### src/rtl/delimiter_packet_deframer_unit_macros.svh
// Assertion macros shared by the deframer RTL.
// Each macro expects signals named clk and rst_n in the module that uses it.
`ifndef DELIMITER_PACKET_DEFRAMER_UNIT_MACROS_SVH
`define DELIMITER_PACKET_DEFRAMER_UNIT_MACROS_SVH

// Same-cycle implication, checked outside reset.
`define DDF_ASSERT_NOW(lbl, ante, cons, msg) \
    lbl: assert property (@(posedge clk) disable iff (!rst_n) (ante) |-> (cons)) \
        else $error(msg);

// Next-cycle implication, checked outside reset.
`define DDF_ASSERT_NEXT(lbl, ante, cons, msg) \
    lbl: assert property (@(posedge clk) disable iff (!rst_n) (ante) |=> (cons)) \
        else $error(msg);

`endif

### src/rtl/ddf_pkg.sv
// ----------------------------------------------------------------------------
// ddf_pkg
// Types, register codes and helpers for the delimiter packet deframer.
// ----------------------------------------------------------------------------
package ddf_pkg;

    localparam int BYTE_W     = 8;
    localparam int LEN_W      = 3;
    localparam int PAT_W      = 32;
    localparam int CFG_DATA_W = 32;
    localparam int CFG_IDX_W  = 2;
    localparam int LEN_IDX_W  = 2;

    localparam logic [LEN_W-1:0] START_LEN_RST  = 3'd2;
    localparam logic [PAT_W-1:0] START_PAT_RST  = 32'h0000_2A2F;
    localparam logic [LEN_W-1:0] FINISH_LEN_RST = 3'd2;
    localparam logic [PAT_W-1:0] FINISH_PAT_RST = 32'h0000_2F2A;

    typedef enum logic [CFG_IDX_W-1:0] {
        CFG_START_LEN  = 2'd0,
        CFG_START_PAT  = 2'd1,
        CFG_FINISH_LEN = 2'd2,
        CFG_FINISH_PAT = 2'd3
    } cfg_idx_t;

    // One history byte and whether it arrived since the last clear.
    typedef struct packed {
        logic              valid;
        logic [BYTE_W-1:0] data;
    } ddf_link_t;

    // Per-cell compare flags against the incoming byte.
    typedef struct packed {
        logic start;
        logic finish;
    } ddf_hit_t;

    typedef struct packed {
        logic [BYTE_W-1:0] payload_byte;
        logic              packet_end;
    } ddf_result_t;

    // Byte j of a delimiter pattern, first byte in bits 7:0.
    function automatic logic [BYTE_W-1:0] pat_byte(input logic [PAT_W-1:0] pattern,
                                                   input logic [LEN_IDX_W-1:0] j);
        return pattern[{j, 3'b000} +: BYTE_W];
    endfunction

endpackage

### src/rtl/ddf_byte_if.sv
// ----------------------------------------------------------------------------
// ddf_byte_if
// Valid/ready channel carrying one received byte per transfer.
// ----------------------------------------------------------------------------
interface ddf_byte_if;
    logic       valid;
    logic       ready;
    logic [7:0] rx_byte;

    modport source (output valid, output rx_byte, input ready);
    modport sink   (input valid, input rx_byte, output ready);
endinterface

### src/rtl/ddf_payload_if.sv
// ----------------------------------------------------------------------------
// ddf_payload_if
// Valid/ready channel carrying one payload byte and its end-of-packet flag.
// ----------------------------------------------------------------------------
interface ddf_payload_if;
    logic       valid;
    logic       ready;
    logic [7:0] payload_byte;
    logic       packet_end;

    modport source (output valid, output payload_byte, output packet_end, input ready);
    modport sink   (input valid, input payload_byte, input packet_end, output ready);
endinterface

### src/rtl/ddf_cell.sv
// ----------------------------------------------------------------------------
// ddf_cell
// One byte of the delimiter window: holds a history byte, compares the byte
// arriving from its neighbour (or from the input, for the first cell) with its start and finish pattern bytes.
// ----------------------------------------------------------------------------
module ddf_cell (
    input  logic                          clk,
    input  logic                          rst_n,
    input  logic                          shift,
    input  logic                          clear,
    input  ddf_pkg::ddf_link_t            link_in,
    input  logic [ddf_pkg::BYTE_W-1:0]    start_pat,
    input  logic [ddf_pkg::BYTE_W-1:0]    finish_pat,
    output ddf_pkg::ddf_link_t            link_out,
    output ddf_pkg::ddf_hit_t             hit
);
    import ddf_pkg::*;

    ddf_link_t link_reg;
    ddf_link_t link_next;

    // Compare against what this cell will hold after the shift.
    assign hit.start  = link_in.valid && (link_in.data == start_pat);
    assign hit.finish = link_in.valid && (link_in.data == finish_pat);

    always_comb
    begin
        link_next = link_reg;
        if (shift)
        begin
            link_next = clear ? '0 : link_in;
        end
    end

    always_ff @(posedge clk or negedge rst_n)
    begin
        if (!rst_n)
        begin
            link_reg <= '0;
        end
        else
        begin
            link_reg <= link_next;
        end
    end

    assign link_out = link_reg;

endmodule

### src/rtl/ddf_skid.sv
// ----------------------------------------------------------------------------
// ddf_skid
// Output register with a skid entry, so the upstream ready never waits on
// the downstream ready.
// ----------------------------------------------------------------------------
module ddf_skid (
    input  logic                 clk,
    input  logic                 rst_n,
    input  logic                 push_valid,
    output logic                 push_ready,
    input  ddf_pkg::ddf_result_t push_data,
    ddf_payload_if.source        payload_out
);
    import ddf_pkg::*;
    `include "delimiter_packet_deframer_unit_macros.svh"

    logic        out_valid_reg;
    ddf_result_t out_data_reg;
    logic        skid_valid_reg;
    ddf_result_t skid_data_reg;
    logic        push;
    logic        pop;

    assign push_ready = !skid_valid_reg;
    assign push       = push_valid && push_ready;
    assign pop        = out_valid_reg && payload_out.ready;

    always_ff @(posedge clk or negedge rst_n)
    begin
        if (!rst_n)
        begin
            out_valid_reg  <= 1'b0;
            skid_valid_reg <= 1'b0;
            out_data_reg   <= '0;
            skid_data_reg  <= '0;
        end
        else
        begin
            if (!out_valid_reg || pop)
            begin
                if (skid_valid_reg)
                begin
                    out_data_reg   <= skid_data_reg;
                    skid_valid_reg <= 1'b0;
                end
                else
                begin
                    out_valid_reg <= push;
                    if (push)
                    begin
                        out_data_reg <= push_data;
                    end
                end
            end
            else if (push)
            begin
                // Output stalled: park the transfer in the skid entry.
                skid_data_reg  <= push_data;
                skid_valid_reg <= 1'b1;
            end
        end
    end

    assign payload_out.valid        = out_valid_reg;
    assign payload_out.payload_byte = out_data_reg.payload_byte;
    assign payload_out.packet_end   = out_data_reg.packet_end;

    `DDF_ASSERT_NOW(a_skid_behind_out, skid_valid_reg, out_valid_reg, "skid entry full while output empty")

endmodule

### src/rtl/delimiter_packet_deframer_unit.sv
// ----------------------------------------------------------------------------
// delimiter_packet_deframer_unit
// Start/finish delimiter deframer on a received byte stream.
// ----------------------------------------------------------------------------
// Usage:
//   byte_in takes one received byte per transfer. While hunting, the newest
//   bytes are matched against the start delimiter; inside a packet, payload
//   bytes come out on payload_out, the last one flagged by packet_end when
//   the finish delimiter completes. Delimiter bytes are never passed on and
//   an empty packet yields nothing.
//   Configuration: cfg_we writes cfg_data into register cfg_index (0 start
//   length, 1 start pattern, 2 finish length, 3 finish pattern); write only
//   while the block is idle.
//   Throughput: one byte per cycle while byte_in.ready is high. The window is a row of MAX_DELIM_BYTES
//   cells, four at most, that shift and compare in the same cycle.
//   Hold: a payload byte is held once it enters the last finish-window cell;
//   the next transfer passes it on to payload_out via the output register.
//   Stall: the output register plus a skid entry keep byte_in ready while
//   one result waits; with both full, byte_in.ready drops until a transfer.
//   Reset: hunting, window and held byte cleared, registers at "/*" and "*/".
// ----------------------------------------------------------------------------
module delimiter_packet_deframer_unit #(
    parameter int MAX_DELIM_BYTES = 4
) (
    input  logic                            clk,
    input  logic                            rst_n,
    input  logic                            cfg_we,
    input  logic [ddf_pkg::CFG_IDX_W-1:0]   cfg_index,
    input  logic [ddf_pkg::CFG_DATA_W-1:0]  cfg_data,
    ddf_byte_if.sink                        byte_in,
    ddf_payload_if.source                   payload_out
);
    import ddf_pkg::*;
    `include "delimiter_packet_deframer_unit_macros.svh"

    localparam int CAP = (MAX_DELIM_BYTES < 4) ? MAX_DELIM_BYTES : 4;
    localparam int IW  = (CAP > 1) ? $clog2(CAP) : 1;

    logic [LEN_W-1:0] start_length_reg;
    logic [PAT_W-1:0] start_pattern_reg;
    logic [LEN_W-1:0] finish_length_reg;
    logic [PAT_W-1:0] finish_pattern_reg;

    logic              in_packet_reg;
    logic [BYTE_W-1:0] held_byte_reg;
    logic              held_valid_reg;
    logic              in_packet_next;
    logic [BYTE_W-1:0] held_byte_next;
    logic              held_valid_next;

    ddf_link_t          link_in  [CAP];
    ddf_link_t          link_out [CAP];
    ddf_hit_t           hit      [CAP];
    logic [BYTE_W-1:0]  spat     [CAP];
    logic [BYTE_W-1:0]  fpat     [CAP];
    logic [CAP-1:0]     smask;
    logic [CAP-1:0]     fmask;
    logic [CAP-1:0]     shit;
    logic [CAP-1:0]     fhit;

    logic [LEN_IDX_W-1:0] sidx;
    logic [LEN_IDX_W-1:0] fidx;
    logic                 accept;
    logic                 start_match;
    logic                 finish_match;
    logic                 clear;
    logic                 push_valid;
    logic                 push_ready;
    ddf_result_t          push_data;

    // Length to last-byte index, a zero length acting as one and a length above CAP as CAP.
    function automatic logic [LEN_IDX_W-1:0] usable_idx(input logic [LEN_W-1:0] len);
        logic [LEN_W-1:0] m1;
        m1 = len - 3'd1;
        if (len == '0)
            return '0;
        else if (len > LEN_W'(CAP))
            return LEN_IDX_W'(CAP - 1);
        else
            return m1[LEN_IDX_W-1:0];
    endfunction

    always_ff @(posedge clk or negedge rst_n)
    begin
        if (!rst_n)
        begin
            start_length_reg   <= START_LEN_RST;
            start_pattern_reg  <= START_PAT_RST;
            finish_length_reg  <= FINISH_LEN_RST;
            finish_pattern_reg <= FINISH_PAT_RST;
        end
        else if (cfg_we)
        begin
            unique case (cfg_index)
                CFG_START_LEN:  start_length_reg   <= cfg_data[LEN_W-1:0];
                CFG_START_PAT:  start_pattern_reg  <= cfg_data[PAT_W-1:0];
                CFG_FINISH_LEN: finish_length_reg  <= cfg_data[LEN_W-1:0];
                CFG_FINISH_PAT: finish_pattern_reg <= cfg_data[PAT_W-1:0];
            endcase
        end
    end

    assign accept = byte_in.valid && byte_in.ready;
    assign sidx   = usable_idx(start_length_reg);
    assign fidx   = usable_idx(finish_length_reg);

    // Cell k holds the byte received k transfers ago; it meets pattern byte len-1-k.
    always_comb
    begin
        logic [LEN_W-1:0] sdiff;
        logic [LEN_W-1:0] fdiff;
        for (int k = 0; k < CAP; k++)
        begin
            sdiff    = LEN_W'(sidx) - LEN_W'(k);
            fdiff    = LEN_W'(fidx) - LEN_W'(k);
            smask[k] = (LEN_W'(k) <= LEN_W'(sidx));
            fmask[k] = (LEN_W'(k) <= LEN_W'(fidx));
            spat[k]  = pat_byte(start_pattern_reg, sdiff[LEN_IDX_W-1:0]);
            fpat[k]  = pat_byte(finish_pattern_reg, fdiff[LEN_IDX_W-1:0]);
            shit[k]  = hit[k].start;
            fhit[k]  = hit[k].finish;
        end
    end

    assign link_in[0] = '{valid: 1'b1, data: byte_in.rx_byte};

    for (genvar k = 0; k < CAP; k++)
    begin : g_cell
        if (k > 0)
        begin : g_link
            assign link_in[k] = link_out[k-1];
        end
        ddf_cell u_cell (
            .clk        (clk),
            .rst_n      (rst_n),
            .shift      (accept),
            .clear      (clear),
            .link_in    (link_in[k]),
            .start_pat  (spat[k]),
            .finish_pat (fpat[k]),
            .link_out   (link_out[k]),
            .hit        (hit[k])
        );
    end

    // A hit needs a valid byte, so a full match also means the window is filled.
    assign start_match  = &(shit | ~smask);
    assign finish_match = &(fhit | ~fmask);
    assign clear        = in_packet_reg ? finish_match : start_match;

    always_comb
    begin
        in_packet_next  = in_packet_reg;
        held_byte_next  = held_byte_reg;
        held_valid_next = held_valid_reg;
        push_valid      = 1'b0;
        push_data       = '{payload_byte: held_byte_reg, packet_end: 1'b0};
        if (accept)
        begin
            if (!in_packet_reg)
            begin
                if (start_match)
                begin
                    in_packet_next  = 1'b1;
                    held_valid_next = 1'b0;
                end
            end
            else if (finish_match)
            begin
                push_valid           = held_valid_reg;
                push_data.packet_end = 1'b1;
                in_packet_next       = 1'b0;
                held_valid_next      = 1'b0;
            end
            else
            begin
                push_valid = held_valid_reg;
                // Hold the byte entering the last cell of the finish window.
                if (link_in[fidx[IW-1:0]].valid)
                begin
                    held_byte_next  = link_in[fidx[IW-1:0]].data;
                    held_valid_next = 1'b1;
                end
            end
        end
    end

    always_ff @(posedge clk or negedge rst_n)
    begin
        if (!rst_n)
        begin
            in_packet_reg  <= 1'b0;
            held_valid_reg <= 1'b0;
            held_byte_reg  <= '0;
        end
        else
        begin
            in_packet_reg  <= in_packet_next;
            held_valid_reg <= held_valid_next;
            held_byte_reg  <= held_byte_next;
        end
    end

    assign byte_in.ready = push_ready;

    ddf_skid u_skid (
        .clk         (clk),
        .rst_n       (rst_n),
        .push_valid  (push_valid),
        .push_ready  (push_ready),
        .push_data   (push_data),
        .payload_out (payload_out)
    );

    `DDF_ASSERT_NOW(a_no_hold_hunting, !in_packet_reg, !held_valid_reg, "held byte while hunting")
    `DDF_ASSERT_NOW(a_push_in_packet, push_valid, in_packet_reg, "result pushed while hunting")
    `DDF_ASSERT_NOW(a_window_contig, link_out[CAP-1].valid, link_out[0].valid, "window valid bits not contiguous")
    `DDF_ASSERT_NEXT(a_finish_to_hunt, accept && in_packet_reg && finish_match, !in_packet_reg && !link_out[0].valid, "finish delimiter did not end packet")

endmodule
### src/flat_wrapper.sv
// flat-port wrapper written by rule: the top's interface ports become plain ports
module delimiter_packet_deframer_unit_flat import ddf_pkg::*;
#(
    parameter int MAX_DELIM_BYTES = 4
)
  (clk, rst_n, cfg_we, cfg_index, cfg_data, byte_in_valid, byte_in_rx_byte, byte_in_ready, payload_out_valid, payload_out_payload_byte, payload_out_packet_end, payload_out_ready);
  ddf_byte_if byte_in_i ();
  ddf_payload_if payload_out_i ();
  input  logic clk;
  input  logic rst_n;
  input  logic cfg_we;
  input  logic [ddf_pkg::CFG_IDX_W-1:0] cfg_index;
  input  logic [ddf_pkg::CFG_DATA_W-1:0] cfg_data;
  input wire logic [$bits(byte_in_i.valid)-1:0] byte_in_valid;
  input wire logic [$bits(byte_in_i.rx_byte)-1:0] byte_in_rx_byte;
  output wire logic [$bits(byte_in_i.ready)-1:0] byte_in_ready;
  output wire logic [$bits(payload_out_i.valid)-1:0] payload_out_valid;
  output wire logic [$bits(payload_out_i.payload_byte)-1:0] payload_out_payload_byte;
  output wire logic [$bits(payload_out_i.packet_end)-1:0] payload_out_packet_end;
  input wire logic [$bits(payload_out_i.ready)-1:0] payload_out_ready;
  assign byte_in_i.valid = byte_in_valid;
  assign byte_in_i.rx_byte = byte_in_rx_byte;
  assign byte_in_ready = byte_in_i.ready;
  assign payload_out_valid = payload_out_i.valid;
  assign payload_out_payload_byte = payload_out_i.payload_byte;
  assign payload_out_packet_end = payload_out_i.packet_end;
  assign payload_out_i.ready = payload_out_ready;
  delimiter_packet_deframer_unit #(.MAX_DELIM_BYTES(MAX_DELIM_BYTES)) u_core (.clk(clk), .rst_n(rst_n), .cfg_we(cfg_we), .cfg_index(cfg_index), .cfg_data(cfg_data), .byte_in(byte_in_i), .payload_out(payload_out_i));
endmodule
### config.mk
export PLATFORM = sky130hd
export DESIGN_NAME = delimiter_packet_deframer_unit_flat
export DESIGN_NICKNAME = d
export VERILOG_FILES = /design/src/rtl/ddf_pkg.sv /design/src/rtl/ddf_byte_if.sv /design/src/rtl/ddf_payload_if.sv /design/src/rtl/ddf_cell.sv /design/src/rtl/ddf_skid.sv /design/src/rtl/delimiter_packet_deframer_unit.sv /design/src/flat_wrapper.sv
export VERILOG_INCLUDE_DIRS = /design/src /design/src/rtl
export SDC_FILE = /design/constraint.sdc
export NUM_CORES = 1
export LEC_CHECK = 0
export BUFFER_PORTS_ARGS = -buffer_cell sky130_fd_sc_hd__buf_2
export CAP_MARGIN = 20
export CORE_MARGIN = 2
export CORE_UTILIZATION = 55
export CTS_CLUSTER_SIZE = 25
export DETAILED_ROUTE_END_ITERATION = 16
export PLACE_DENSITY = 0.83
export SKIP_LAST_GASP = 1
export SLEW_MARGIN = 20
export SYNTH_ARGS = -nofsm -noshare
export SYNTH_HDL_FRONTEND = slang
export SYNTH_SLANG_ARGS = --single-unit
### constraint.sdc
create_clock -name clk -period 6.2 [get_ports clk]
set_input_delay 0.31 -clock clk [delete_from_list [all_inputs] [get_ports clk]]
set_output_delay 0.31 -clock clk [all_outputs]
set_load 0.03 [all_outputs]
==> impl_summary.log, run 1 <==
INFO  metric die_area = 0.0162 mm2
INFO  metric synth_edf_count = 0
INFO  metric vias_per_cell = 6.78
INFO  metric path_class = flop to flop
INFO  metric reg2reg_from = u_core.finish_length_reg[0]
INFO  metric finalSetupViolCount = 0
INFO  metric die_width = roughly 130 um
INFO  metric final-max-slew-violation-count = 0
INFO  metric cp-end-kind = flop
INFO  metric pin_count = 58
INFO  metric grt_antenna_before_repair = 0
INFO  metric power.switching = 1.54 mW
INFO  metric routedWlPerCell = 25.5 um
INFO  metric worst_skew_pair.late_latency = roughly 0.43 ns
INFO  metric sequential_to_total_area_share_from_yosys_stat = 38.4%
INFO  metric post_route_cells_drive_above_1_share = 33.0%
INFO  metric finish.net_count = between 800 and 900
INFO  metric netlist_instances = 731
INFO  metric post_synth_main_area_contributors = dfrtp_1, mux4_2, mux2_2
INFO  metric worst_path_largest_cell_delay = between 0.6 and 0.7 ns
INFO  metric netlist.top_cell.by_area = dfrtp_1
INFO  metric power.share.switching = 39.1%
INFO  metric numClockSinks = between 100 and 150
INFO  metric reg2reg_end = u_core.held_byte_reg[7]
INFO  metric track_usage = about a third
INFO  metric multi_input_comb_area = slightly below 0.005 mm2
INFO  metric post-layout-total-power = 3.94 mW
INFO  metric fmaxAchievable = 201 MHz
INFO  metric clock_tree.htree_level_count = 4
INFO  metric synth_top_flop_cell = dfrtp_1
INFO  metric place_hpwl = 18,100 um
INFO  metric cts.repair_timing.setup_buffer_count = 0
INFO  metric synthesis.area = 0.00833 mm2
INFO  metric clockRootBuffer = clkbuf_16
INFO  metric dpl.cell_count = 929
INFO  metric route.antenna.remaining_nets = 0
INFO  metric grt_max_degree = between 80 and 90
INFO  metric critical_path.cell_chain = inv_1, ha_1, and2b_1, a21oi_2, inv_1, ha_1, mux4_2, xnor2_1, nand4_1, nor4_2, a31oi_1, or2_4, o211ai_4, mux2_4
INFO  metric max_slew_margin = 34.4%
INFO  metric grt_setup_unrepaired = false
INFO  metric worstPathBufferInverterCount = 2
INFO  metric area_growth_syn_to_layout = 10.8%
INFO  metric drc = 0
INFO  metric syn_area_cell = 11.4 um2
INFO  metric numCtsBuffers = 17
INFO  metric clk_transition_reported_paths = 0.06 ns
INFO  metric tritoncts = yes
INFO  metric worst_pin_slew = 0.981 ns
INFO  metric min_from = cfg_data[18]
INFO  metric number_of_max_cap_violations = 0
INFO  metric synthDistinctLibCells = slightly below 80
INFO  metric share_seq_of_total_power = 34.8%
INFO  metric final_common_cell = dfrtp_1
INFO  metric clockPowerShare = around 23%
INFO  metric gp_congestion = 0.956
INFO  metric timing_hold_violations_final = 0
INFO  metric yosys_warnings = 0
INFO  metric ctsLongestPathBuffers = 2
INFO  metric crit_required = 6.50 ns
INFO  metric drt_pass1_iterations = 5
INFO  metric die_h = roughly 130 um
INFO  metric floorplan.core_area = around 0.015 mm2
INFO  metric grt_pass1_wl = 38,200 um
INFO  metric run_status = complete, no violations
INFO  metric detailedRoute.firstIterationViolations = 632
INFO  metric top_library_cells_by_usage_in_the_layout_fill_and_taps_aside = dfrtp_1, mux2_2, buf_2
INFO  metric core.rowCount = 44
INFO  metric internal-power = 2.40 mW
INFO  metric timing.final.crit_share = roughly four fifths
INFO  metric yosys_register_bits = approximately 130
INFO  metric crit_arrival = 5.28 ns
INFO  metric grt.overflow.total = 0
INFO  metric timing.hold.worst.class = input pin to flop
INFO  metric post_cts_resize_count = 0
INFO  metric initial_core_util = 56.9%
INFO  metric cpLargestDelayFamily = adder cells
INFO  metric cell_at_the_slowest_stage_of_the_critical_path = inv_1
INFO  metric final.setup.tns = 0 ns
INFO  metric worst_vdd_drop = between 0.3 and 0.4 mV
INFO  metric timing.clock.skew = 0.0106 ns
INFO  metric minimum_clock_period_after_layout = approximately 5.0 ns
INFO  metric number_of_global_route_vias_before_repair = about 6,600
INFO  metric routed-via-count = approximately 6,500
INFO  metric power.static_leakage = about 3.8 nW
INFO  metric register_area = about 0.0032 mm2
INFO  metric critical_path_startpoint_category = flop
INFO  metric area_fraction_of_the_dominant_cell_type_after_synthesis = between 30 and 40%
INFO  metric worst_hold_path.endpoint = u_core.finish_pattern_reg[18]
INFO  metric power.density_cell_area = 427 mW/mm2
INFO  metric crit_path_max_fanout = 27
INFO  metric antennaDiodeCount = 0
INFO  metric synth.net_count = 785
INFO  metric proportion_of_register_bits_with_asynchronous_set_or_reset_after_synthesis = 100%
INFO  metric comb_power_share = between 40% and 50%
INFO  metric filler_cell_count = 1,101
INFO  metric r2r_setup_slack = 1.22 ns
INFO  metric final-instance-count-excl-fill = just under 1,000
INFO  metric hold-path-cell-count = 2
INFO  metric rr_worst_depth = 14
INFO  metric numPortBuffers = 57
INFO  metric wl = 24,600 um
## kinds of logic after synthesis
logic type	share of synthesized area, %
simple gates	10.6
mux	26.5
compound gates	13.4
flops	38.4
buf+inv	3.98
xor+xnor	6.10
fa+ha+maj	1.05
## layout make-up
| cell class | count | area share (%) |
|---|---|---|
| multi-input combinational | 533 | 52.2 |
| sequential | 127 | 34.7 |
| clock buffer | 20 | 4.95 |
| timing repair buffer | 65 | 3.83 |
| tap | 184 | 2.49 |
| clock inverter | 12 | 0.962 |
| inverter | 22 | 0.921 |
## per-stage QoR
| stage | cell area [um2] | hold slack [ns] | worst slack, ns | utilization (%) |
|---|---|---|---|---|
| after floorplan | 8330 | 0.0144 | 1.72 | - |
| after detailed placement | 8660 | 0.338 | 1.16 | 59.1 |
| after CTS | 9220 | 0.127 | 1.15 | 62.9 |
| after global routing | 9230 | 0.134 | 0.871 | 63.1 |
| after global placement | 8650 | 0.324 | 1.37 | 59.1 |
| final | 9230 | 0.136 | 1.22 | 63.1 |
## layer usage
| metal | up-vias | GRT usage [%] | part of all wire (%) |
|---|---|---|---|
| met4 | 0 | 16.9 | 5.5 |
| met1 | 3217 | 40.5 | 39 |
| met3 | 103 | 6.78 | 8.4 |
| li1 | 2832 | - | - |
| met2 | 375 | 50.7 | 47 |
| met5 | - | 0 | 0 |
## power groups by stage
stage	sequential, mW	combinational, mW	clock [mW]
2_1_floorplan	1.26	1.32	0
3_3_place_gp	1.35	1.60	0
3_5_place_dp	1.37	1.65	0
4_1_cts	1.36	1.65	0.911
5_1_grt	1.39	1.80	0.947
6_report	1.37	1.67	0.901
## worst max-delay path by stage
| stage | startpoint | endpoint | cells past startpoint |
|---|---|---|---|
| 2_1_floorplan | u_core.finish_length_reg[0] | u_core.held_byte_reg[0] | 19 |
| 3_3_place_gp | u_core.finish_length_reg[0] | u_core.g_cell[0].u_cell.link_out[3] | 14 |
| 3_5_place_dp | u_core.finish_length_reg[0] | u_core.g_cell[2].u_cell.link_out[2] | 14 |
| 4_1_cts | u_core.finish_length_reg[0] | u_core.g_cell[0].u_cell.link_out[5] | 14 |
| 5_1_grt | u_core.finish_length_reg[0] | u_core.held_byte_reg[7] | 14 |
| 6_report | u_core.finish_length_reg[0] | u_core.held_byte_reg[7] | 14 |
## timing repair
action                                  4_1_cts  5_1_grt
endpoints found under the setup margin        0        0
hold endpoints to repair                     44        0
hold buffers                                  1        0
## cells in the mapped netlist, types with 5 or more instances
master      n
nor3_1      7
a21o_1      6
dfrtp_1   109
a221oi_1    5
inv_1      19
buf_2      11
mux2_4      8
clkbuf_1   22
mux4_2     40
xnor2_1    32
buf_1       8
and3_1     11
a22o_1     26
ha_1        7
a21oi_1    16
nor2b_1     9
nor2_1     27
nand2_1    51
nor3b_1     5
a31oi_1    11
dfstp_2    18
nand4_1    10
o211ai_1   13
nand2b_1    7
nand3_1     9
a211oi_1    8
mux2_2     79
mux2i_1    29
buf_6       5
xor2_1     26
and2_1      7
o21ai_0    19
(Power assumes the default switching activity.)
==> run 2, diff against run 1 <==
==> constraint.sdc (replaced) <==
create_clock -name clk -period 4.85 [get_ports clk]
set_input_delay 0.2425 -clock clk [delete_from_list [all_inputs] [get_ports clk]]
set_output_delay 0.2425 -clock clk [all_outputs]
set_load 0.03 [all_outputs]
==> run 2 against run 1 <==
  * Sequential share of layout area decreased by 0.36 points
  * Utilization increased by 0.67 points
  * Hold slack got worse by 0.059 ns
  * Non-clock buffer count increased by 6
  * Critical endpoint is now u_core.held_byte_reg[6]
==> impl_summary.log, run 2 (synthesis results as in run 1) <==
INFO  metric antennaDiodeCount = 0 (unchanged)
INFO  metric post_cts_resize_count = 0 (unchanged)
INFO  metric comb_power_share = 41.5% (-0.8 points)
INFO  metric minimum_clock_period_after_layout = 4.37 ns (-0.605 ns)
INFO  metric top_library_cells_by_usage_in_the_layout_fill_and_taps_aside = dfrtp_1, mux2_2, buf_2
INFO  metric power.density_cell_area = 555 mW/mm2 (+30%)
INFO  metric grt_antenna_before_repair = 0 (unchanged)
INFO  metric pin_count = 58 (unchanged)
INFO  metric fmaxAchievable = 229 MHz (+14%)
INFO  metric timing_hold_violations_final = 0 (unchanged)
INFO  metric timing.final.crit_share = 90.2% (+9.9 points)
INFO  metric vias_per_cell = 6.79 (+0.17%)
INFO  metric routed-via-count = 6,579 (+0.80%)
INFO  metric gp_congestion = 1.03 (+7.3%)
INFO  metric worst_pin_slew = 1.01 ns (+0.0303 ns)
INFO  metric power.switching = 1.97 mW (+28%)
INFO  metric post_route_cells_drive_above_1_share = 33.5% (+0.51 points)
INFO  metric die_h = 127 um (unchanged)
INFO  metric worst_skew_pair.late_latency = 0.43 ns (about the same)
INFO  metric grt.overflow.total = 0 (unchanged)
INFO  metric initial_core_util = 56.9% (unchanged)
INFO  metric critical_path.cell_chain = inv_1, ha_1, a21oi_2, inv_1, ha_1, mux4_2, xnor2_1, nand4_1, nor4_2, a31oi_1, or2_4, o211ai_4, mux2_4
INFO  metric final-max-slew-violation-count = 0 (unchanged)
INFO  metric crit_path_max_fanout = 20 (-26%)
INFO  metric crit_arrival = 4.67 ns (-0.61 ns)
INFO  metric die_width = 127 um (unchanged)
INFO  metric final.setup.tns = 0 ns (unchanged)
INFO  metric number_of_max_cap_violations = 0 (unchanged)
INFO  metric timing.hold.worst.class = input pin to flop
INFO  metric die_area = 0.0162 mm2 (unchanged)
INFO  metric place_hpwl = 17,700 um (-1.9%)
INFO  metric route.antenna.remaining_nets = 0 (unchanged)
INFO  metric wl = 24,700 um (+0.20%)
INFO  metric detailedRoute.firstIterationViolations = 884 (+40%)
INFO  metric finish.net_count = 826 (+0.73%)
INFO  metric clk_transition_reported_paths = 0.06 ns (about the same)
INFO  metric critical_path_startpoint_category = flop
INFO  metric grt_setup_unrepaired = false
INFO  metric clockRootBuffer = clkbuf_16
INFO  metric worstPathBufferInverterCount = 2 (unchanged)
INFO  metric cpLargestDelayFamily = adder cells
INFO  metric clockPowerShare = 24.8% (+1.9 points)
INFO  metric floorplan.core_area = 0.0146 mm2 (unchanged)
INFO  metric area_growth_syn_to_layout = 12.0%
INFO  metric share_seq_of_total_power = 33.7% (-1.1 points)
INFO  metric track_usage = 31.4% (-0.23 points)
INFO  metric fin_worst_hold_slack = 0.0765 ns (-0.0590 ns)
INFO  metric numCtsBuffers = 17 (unchanged)
INFO  metric r2r_setup_slack = 0.48 ns (-0.75 ns)
INFO  metric core.rowCount = 44 (unchanged)
INFO  metric tritoncts = yes
INFO  metric grt_pass1_wl = 37,900 um (-0.58%)
INFO  metric crit_required = 5.14 ns (-1.36 ns)
INFO  metric power.share.switching = 38.0% (-1.1 points)
INFO  metric clock_tree.htree_level_count = 4 (unchanged)
INFO  metric final_common_cell = dfrtp_1
INFO  metric routedWlPerCell = 25.4 um (-0.42%)
INFO  metric number_of_global_route_vias_before_repair = 6,522 (-1.3%)
INFO  metric numPortBuffers = 57 (unchanged)
INFO  metric numClockSinks = 127 (unchanged)
INFO  metric finalSetupViolCount = 0 (unchanged)
INFO  metric power.static_leakage = 3.88 nW (+1.4%)
INFO  metric path_class = flop to flop
INFO  metric ctsLongestPathBuffers = 2 (unchanged)
INFO  metric worst_path_largest_cell_delay = 0.60 ns (-0.08 ns)
INFO  metric drc = 0 (unchanged)
INFO  metric internal-power = 3.21 mW (+34%)
INFO  metric cp-end-kind = flop
INFO  metric timing.clock.skew = 0.0160 ns (+0.00541 ns)
INFO  metric grt_max_degree = 72 (-14%)
INFO  metric worst_vdd_drop = 0.413 mV (+21%)
INFO  metric max_slew_margin = 32.4% (-2.0 points)
INFO  metric cell_at_the_slowest_stage_of_the_critical_path = dfrtp_1
INFO  metric run_status = complete, no violations
INFO  metric drt_pass1_iterations = 5 (unchanged)
run 2: layer usage:
layer / up-vias / part of all wire [%] / GRT usage, %
met5: - / 0 / 0
met3: 67 / 9.7 / 5.82
met4: 0 / 3.7 / 14.0
met2: 411 / 47 / 50.6
met1: 3259 / 39 / 41.8
li1: 2842 / - / -
run 2: cell type report:
class	count	area [um2]
Tap cell	184	230
Clock inverter	13	166
Sequential cell	127	3200
Inverter	22	85.1
Multi-Input combinational cell	533	4820
Fill cell	1104	5310
Timing Repair Buffer	71	395
Clock buffer	19	433
run 2: worst register-to-register path: stages, from the launching register on:
cell and delay [ns]:
dfrtp_1 0.60, inv_1 0.09, ha_1 0.58, a21oi_2 0.26, inv_1 0.15, ha_1 0.51
mux4_2 0.38, xnor2_1 0.16, nand4_1 0.13, nor4_2 0.19, a31oi_1 0.15, or2_4 0.30
o211ai_4 0.40, mux2_4 0.35
run 2: final timing paths:
| kind | from | to | cells past startpoint |
|---|---|---|---|
| max in group asynchronous | rst_n | u_core.finish_pattern_reg[16] | 3 |
| max | u_core.finish_length_reg[0] | u_core.held_byte_reg[6] | 13 |
| max reg2reg | u_core.finish_length_reg[0] | u_core.held_byte_reg[6] | 13 |
| min | cfg_data[16] | u_core.start_pattern_reg[16] | 2 |
| min reg2reg | u_core.u_skid.skid_data_reg[4] | u_core.u_skid.skid_data_reg[4] | 1 |
| min in group asynchronous | rst_n | u_core.g_cell[0].u_cell.link_out[6] | 3 |
run 2: power groups by stage:
stage          registers, mW  logic [mW]  clock network, mW
2_1_floorplan           1.61        1.68                  0
3_3_place_gp            1.72        2.06                  0
3_5_place_dp            1.74        2.11                  0
4_1_cts                 1.72        2.13               1.29
5_1_grt                 1.77        2.31               1.34
6_report                1.75        2.15               1.28
run 2: repair_timing:
action                                  4_1_cts  5_1_grt
endpoints found under the hold margin        13        0
hold buffers                                  1        0
setup buffers                                 0        0
endpoints found under the setup margin        0        0
run 2: stage by stage:
stage	cells	power [mW]	setup slack [ns]	util (%)	cell area (um2)
2_1_floorplan	731	3.30	0.370	-	8330
3_3_place_gp	936	3.78	0.619	59.5	8710
3_5_place_dp	936	3.85	0.570	59.5	8710
4_1_cts	969	5.15	0.531	63.7	9320
5_1_grt	969	5.42	0.259	63.7	9330
6_report	969	5.18	0.478	63.7	9330
==> run 3, diff against run 2 <==
--- a/config.mk
+++ b/config.mk
@@ -8,11 +8,14 @@
 export LEC_CHECK = 0
 export BUFFER_PORTS_ARGS = -buffer_cell sky130_fd_sc_hd__buf_2
 export CAP_MARGIN = 20
+export CELL_PAD_IN_SITES_DETAIL_PLACEMENT = 0
+export CELL_PAD_IN_SITES_GLOBAL_PLACEMENT = 1
 export CORE_MARGIN = 2
-export CORE_UTILIZATION = 55
+export CORE_UTILIZATION = 51
+export CTS_BUF_LIST = sky130_fd_sc_hd__clkbuf_4 sky130_fd_sc_hd__clkbuf_8
 export CTS_CLUSTER_SIZE = 25
 export DETAILED_ROUTE_END_ITERATION = 16
-export PLACE_DENSITY = 0.83
+export PLACE_DENSITY = 0.92
 export SKIP_LAST_GASP = 1
 export SLEW_MARGIN = 20
 export SYNTH_ARGS = -nofsm -noshare
==> run 3 against run 2 <==
  * Non-clock buffer count unchanged
  * Count of clock-buffer cells in the layout increased by 1
  * Wire length is 0.87% higher
  * Die area is 7.6% higher
  * Cell area is 1.5% lower
  * Global-route usage shrank 2.0 points
  * Sequential share of layout area grew 0.52 points
  * Worst setup slack got worse by 0.18 ns
  * Combinational power hardly changed
==> impl_summary.log, run 3 (synthesis results as in run 1) <==
INFO  metric run_status = complete, no violations
INFO  metric post_cts_resize_count = 0 (unchanged)
INFO  metric final_common_cell = dfrtp_1
INFO  metric top_library_cells_by_usage_in_the_layout_fill_and_taps_aside = dfrtp_1, mux2_2, buf_2
INFO  metric routed-via-count = 6,581 (+0.030%)
INFO  metric critical_path_startpoint_category = flop
INFO  metric cp-end-kind = flop
INFO  metric track_usage = 29.4% (-2.0 points)
INFO  metric timing.final.crit_share = 93.9% (+3.8 points)
INFO  metric die_area = 0.0174 mm2 (+7.6%)
INFO  metric worst_pin_slew = 0.947 ns (-0.0643 ns)
INFO  metric grt_max_degree = 76 (+5.6%)
INFO  metric drc = 0 (unchanged)
INFO  metric timing.clock.skew = 0.0131 ns (-0.00288 ns)
INFO  metric route.antenna.remaining_nets = 0 (unchanged)
INFO  metric rr_worst_depth = 11 (-2)
INFO  metric finalSetupViolCount = 0 (unchanged)
INFO  metric number_of_max_cap_violations = 0 (unchanged)
INFO  metric ctsHoldBuffers = 1 (unchanged)
INFO  metric max_slew_margin = 36.8% (+4.4 points)
INFO  metric hold-path-cell-count = 2 (unchanged)
INFO  metric routedWlPerCell = 24.8 um (-2.4%)
INFO  metric crit_arrival = 4.91 ns (+0.24 ns)
INFO  metric pin_count = 58 (unchanged)
INFO  metric grt_pass1_wl = 38,600 um (+1.8%)
INFO  metric numCtsBuffers = 17 (unchanged)
INFO  metric gp_congestion = 0.922 (-10%)
INFO  metric timing_hold_violations_final = 0 (unchanged)
INFO  metric power.static_leakage = 3.81 nW (-1.9%)
INFO  metric grt_setup_unrepaired = false
INFO  metric place_hpwl = 18,100 um (+2.1%)
INFO  metric timing.hold.worst.class = input pin to flop
INFO  metric crit_path_max_fanout = 27 (+35%)
INFO  metric core.rowCount = 46 (+4.5%)
INFO  metric clock_tree.htree_level_count = 4 (unchanged)
INFO  metric fin_worst_hold_slack = 0.0295 ns (-0.0470 ns)
INFO  metric wl = 24,900 um (+0.87%)
INFO  metric tritoncts = yes
INFO  metric final-max-slew-violation-count = 0 (unchanged)
INFO  metric fmaxAchievable = 219 MHz (-4.0%)
INFO  metric numPortBuffers = 57 (unchanged)
INFO  metric vias_per_cell = 6.57 (-3.2%)
INFO  metric grt.overflow.total = 0 (unchanged)
INFO  metric crit_required = 5.20 ns (+0.06 ns)
INFO  metric numClockSinks = 127 (unchanged)
INFO  metric final.setup.tns = 0 ns (unchanged)
INFO  metric detailedRoute.firstIterationViolations = 865 (-2.1%)
INFO  metric post_route_cells_drive_above_1_share = 33.8% (+0.25 points)
INFO  metric worst_skew_pair.late_latency = 0.47 ns (+0.04 ns)
INFO  metric path_class = flop to flop
INFO  metric finish.net_count = 826 (unchanged)
INFO  metric cts.repair_timing.setup_buffer_count = 0 (unchanged)
INFO  metric area_growth_syn_to_layout = 10.3%
INFO  metric antennaDiodeCount = 0 (unchanged)
INFO  metric die_h = 132 um (+3.7%)
INFO  metric grt_antenna_before_repair = 0 (unchanged)
INFO  metric power.density_cell_area = 529 mW/mm2 (-4.7%)
INFO  metric clockRootBuffer = clkbuf_8
INFO  metric drt_pass1_iterations = 5 (unchanged)
INFO  metric die_width = 132 um (+3.7%)
INFO  metric initial_core_util = 52.3% (-4.6 points)
INFO  metric floorplan.core_area = 0.0159 mm2 (+8.9%)
INFO  metric r2r_setup_slack = 0.29 ns (-0.18 ns)
INFO  metric clk_transition_reported_paths = 0.08 ns (+0.02 ns)
INFO  metric number_of_global_route_vias_before_repair = 6,553 (+0.48%)
INFO  metric worst_vdd_drop = 0.434 mV (+5.0%)
INFO  metric minimum_clock_period_after_layout = 4.56 ns (+0.184 ns)
INFO  metric ctsLongestPathBuffers = 2 (unchanged)
==> run 3: changes by cell type in the layout (fill, tap and decap cells not counted), sizes merged <==
cell      delta
clkinv       -1
clkbuf       +1
clkinvlp     -1
inv          +1
==> run 3: area by class of cell <==
| cell class | count | area, um2 |
|---|---|---|
| clock buffers | 20 | 256 |
| clock inverters | 12 | 163 |
| fillers | 1292 | 6750 |
| inverters | 22 | 85.1 |
| multi-input cells | 533 | 4820 |
| flip-flops and latches | 127 | 3200 |
| well taps | 216 | 270 |
| repair buffers | 71 | 395 |
==> run 3: metal layers <==
layer,routed length (um),GRT usage [%]
met3,2150,6.34
met2,11700,46.6
met1,9920,39.0
met4,1130,13.3
met5,0,0
==> run 3: metrics by stage <==
step	utilization, %	power (mW)	area, um2	cells	setup slack (ns)
5_1_grt	57.7	5.12	9190	1001	0.0146
3_3_place_gp	54.9	3.80	8750	968	0.520
2_1_floorplan	-	3.30	8330	731	0.370
6_report	57.7	4.87	9190	1001	0.294
4_1_cts	57.6	4.85	9180	1001	0.292
3_5_place_dp	54.9	3.87	8750	968	0.342
==> run 3: final timing paths <==
check	from	to
setup / recovery	u_core.start_length_reg[0]	u_core.g_cell[1].u_cell.link_out[5]
hold / removal	cfg_data[22]	u_core.start_pattern_reg[22]
setup reg to reg	u_core.start_length_reg[0]	u_core.g_cell[1].u_cell.link_out[5]
hold reg to reg	u_core.u_skid.skid_data_reg[7]	u_core.u_skid.skid_data_reg[7]
max in group asynchronous	rst_n	u_core.g_cell[2].u_cell.link_out[8]
min in group asynchronous	rst_n	u_core.g_cell[1].u_cell.link_out[6]
==> run 3: critical path, stage by stage (launching register included) <==
cell and delay (ns):
dfrtp_1 0.41, inv_1 0.09, ha_1 0.33, o21ba_2 0.70, inv_2 0.41, mux4_2 0.56, xor2_1 0.16, nor4_1 0.54
nand4_1 0.17, o31ai_1 0.54, a21oi_4 0.25, a22o_1 0.25
==> run 3: power breakdown <==
group / internal (mW) / total, mW / switching, mW / leakage, nW
clock network: 0.530 / 0.970 / 0.441 / 0.208
registers: 1.34 / 1.74 / 0.405 / 1.49
logic: 1.06 / 2.15 / 1.09 / 2.11
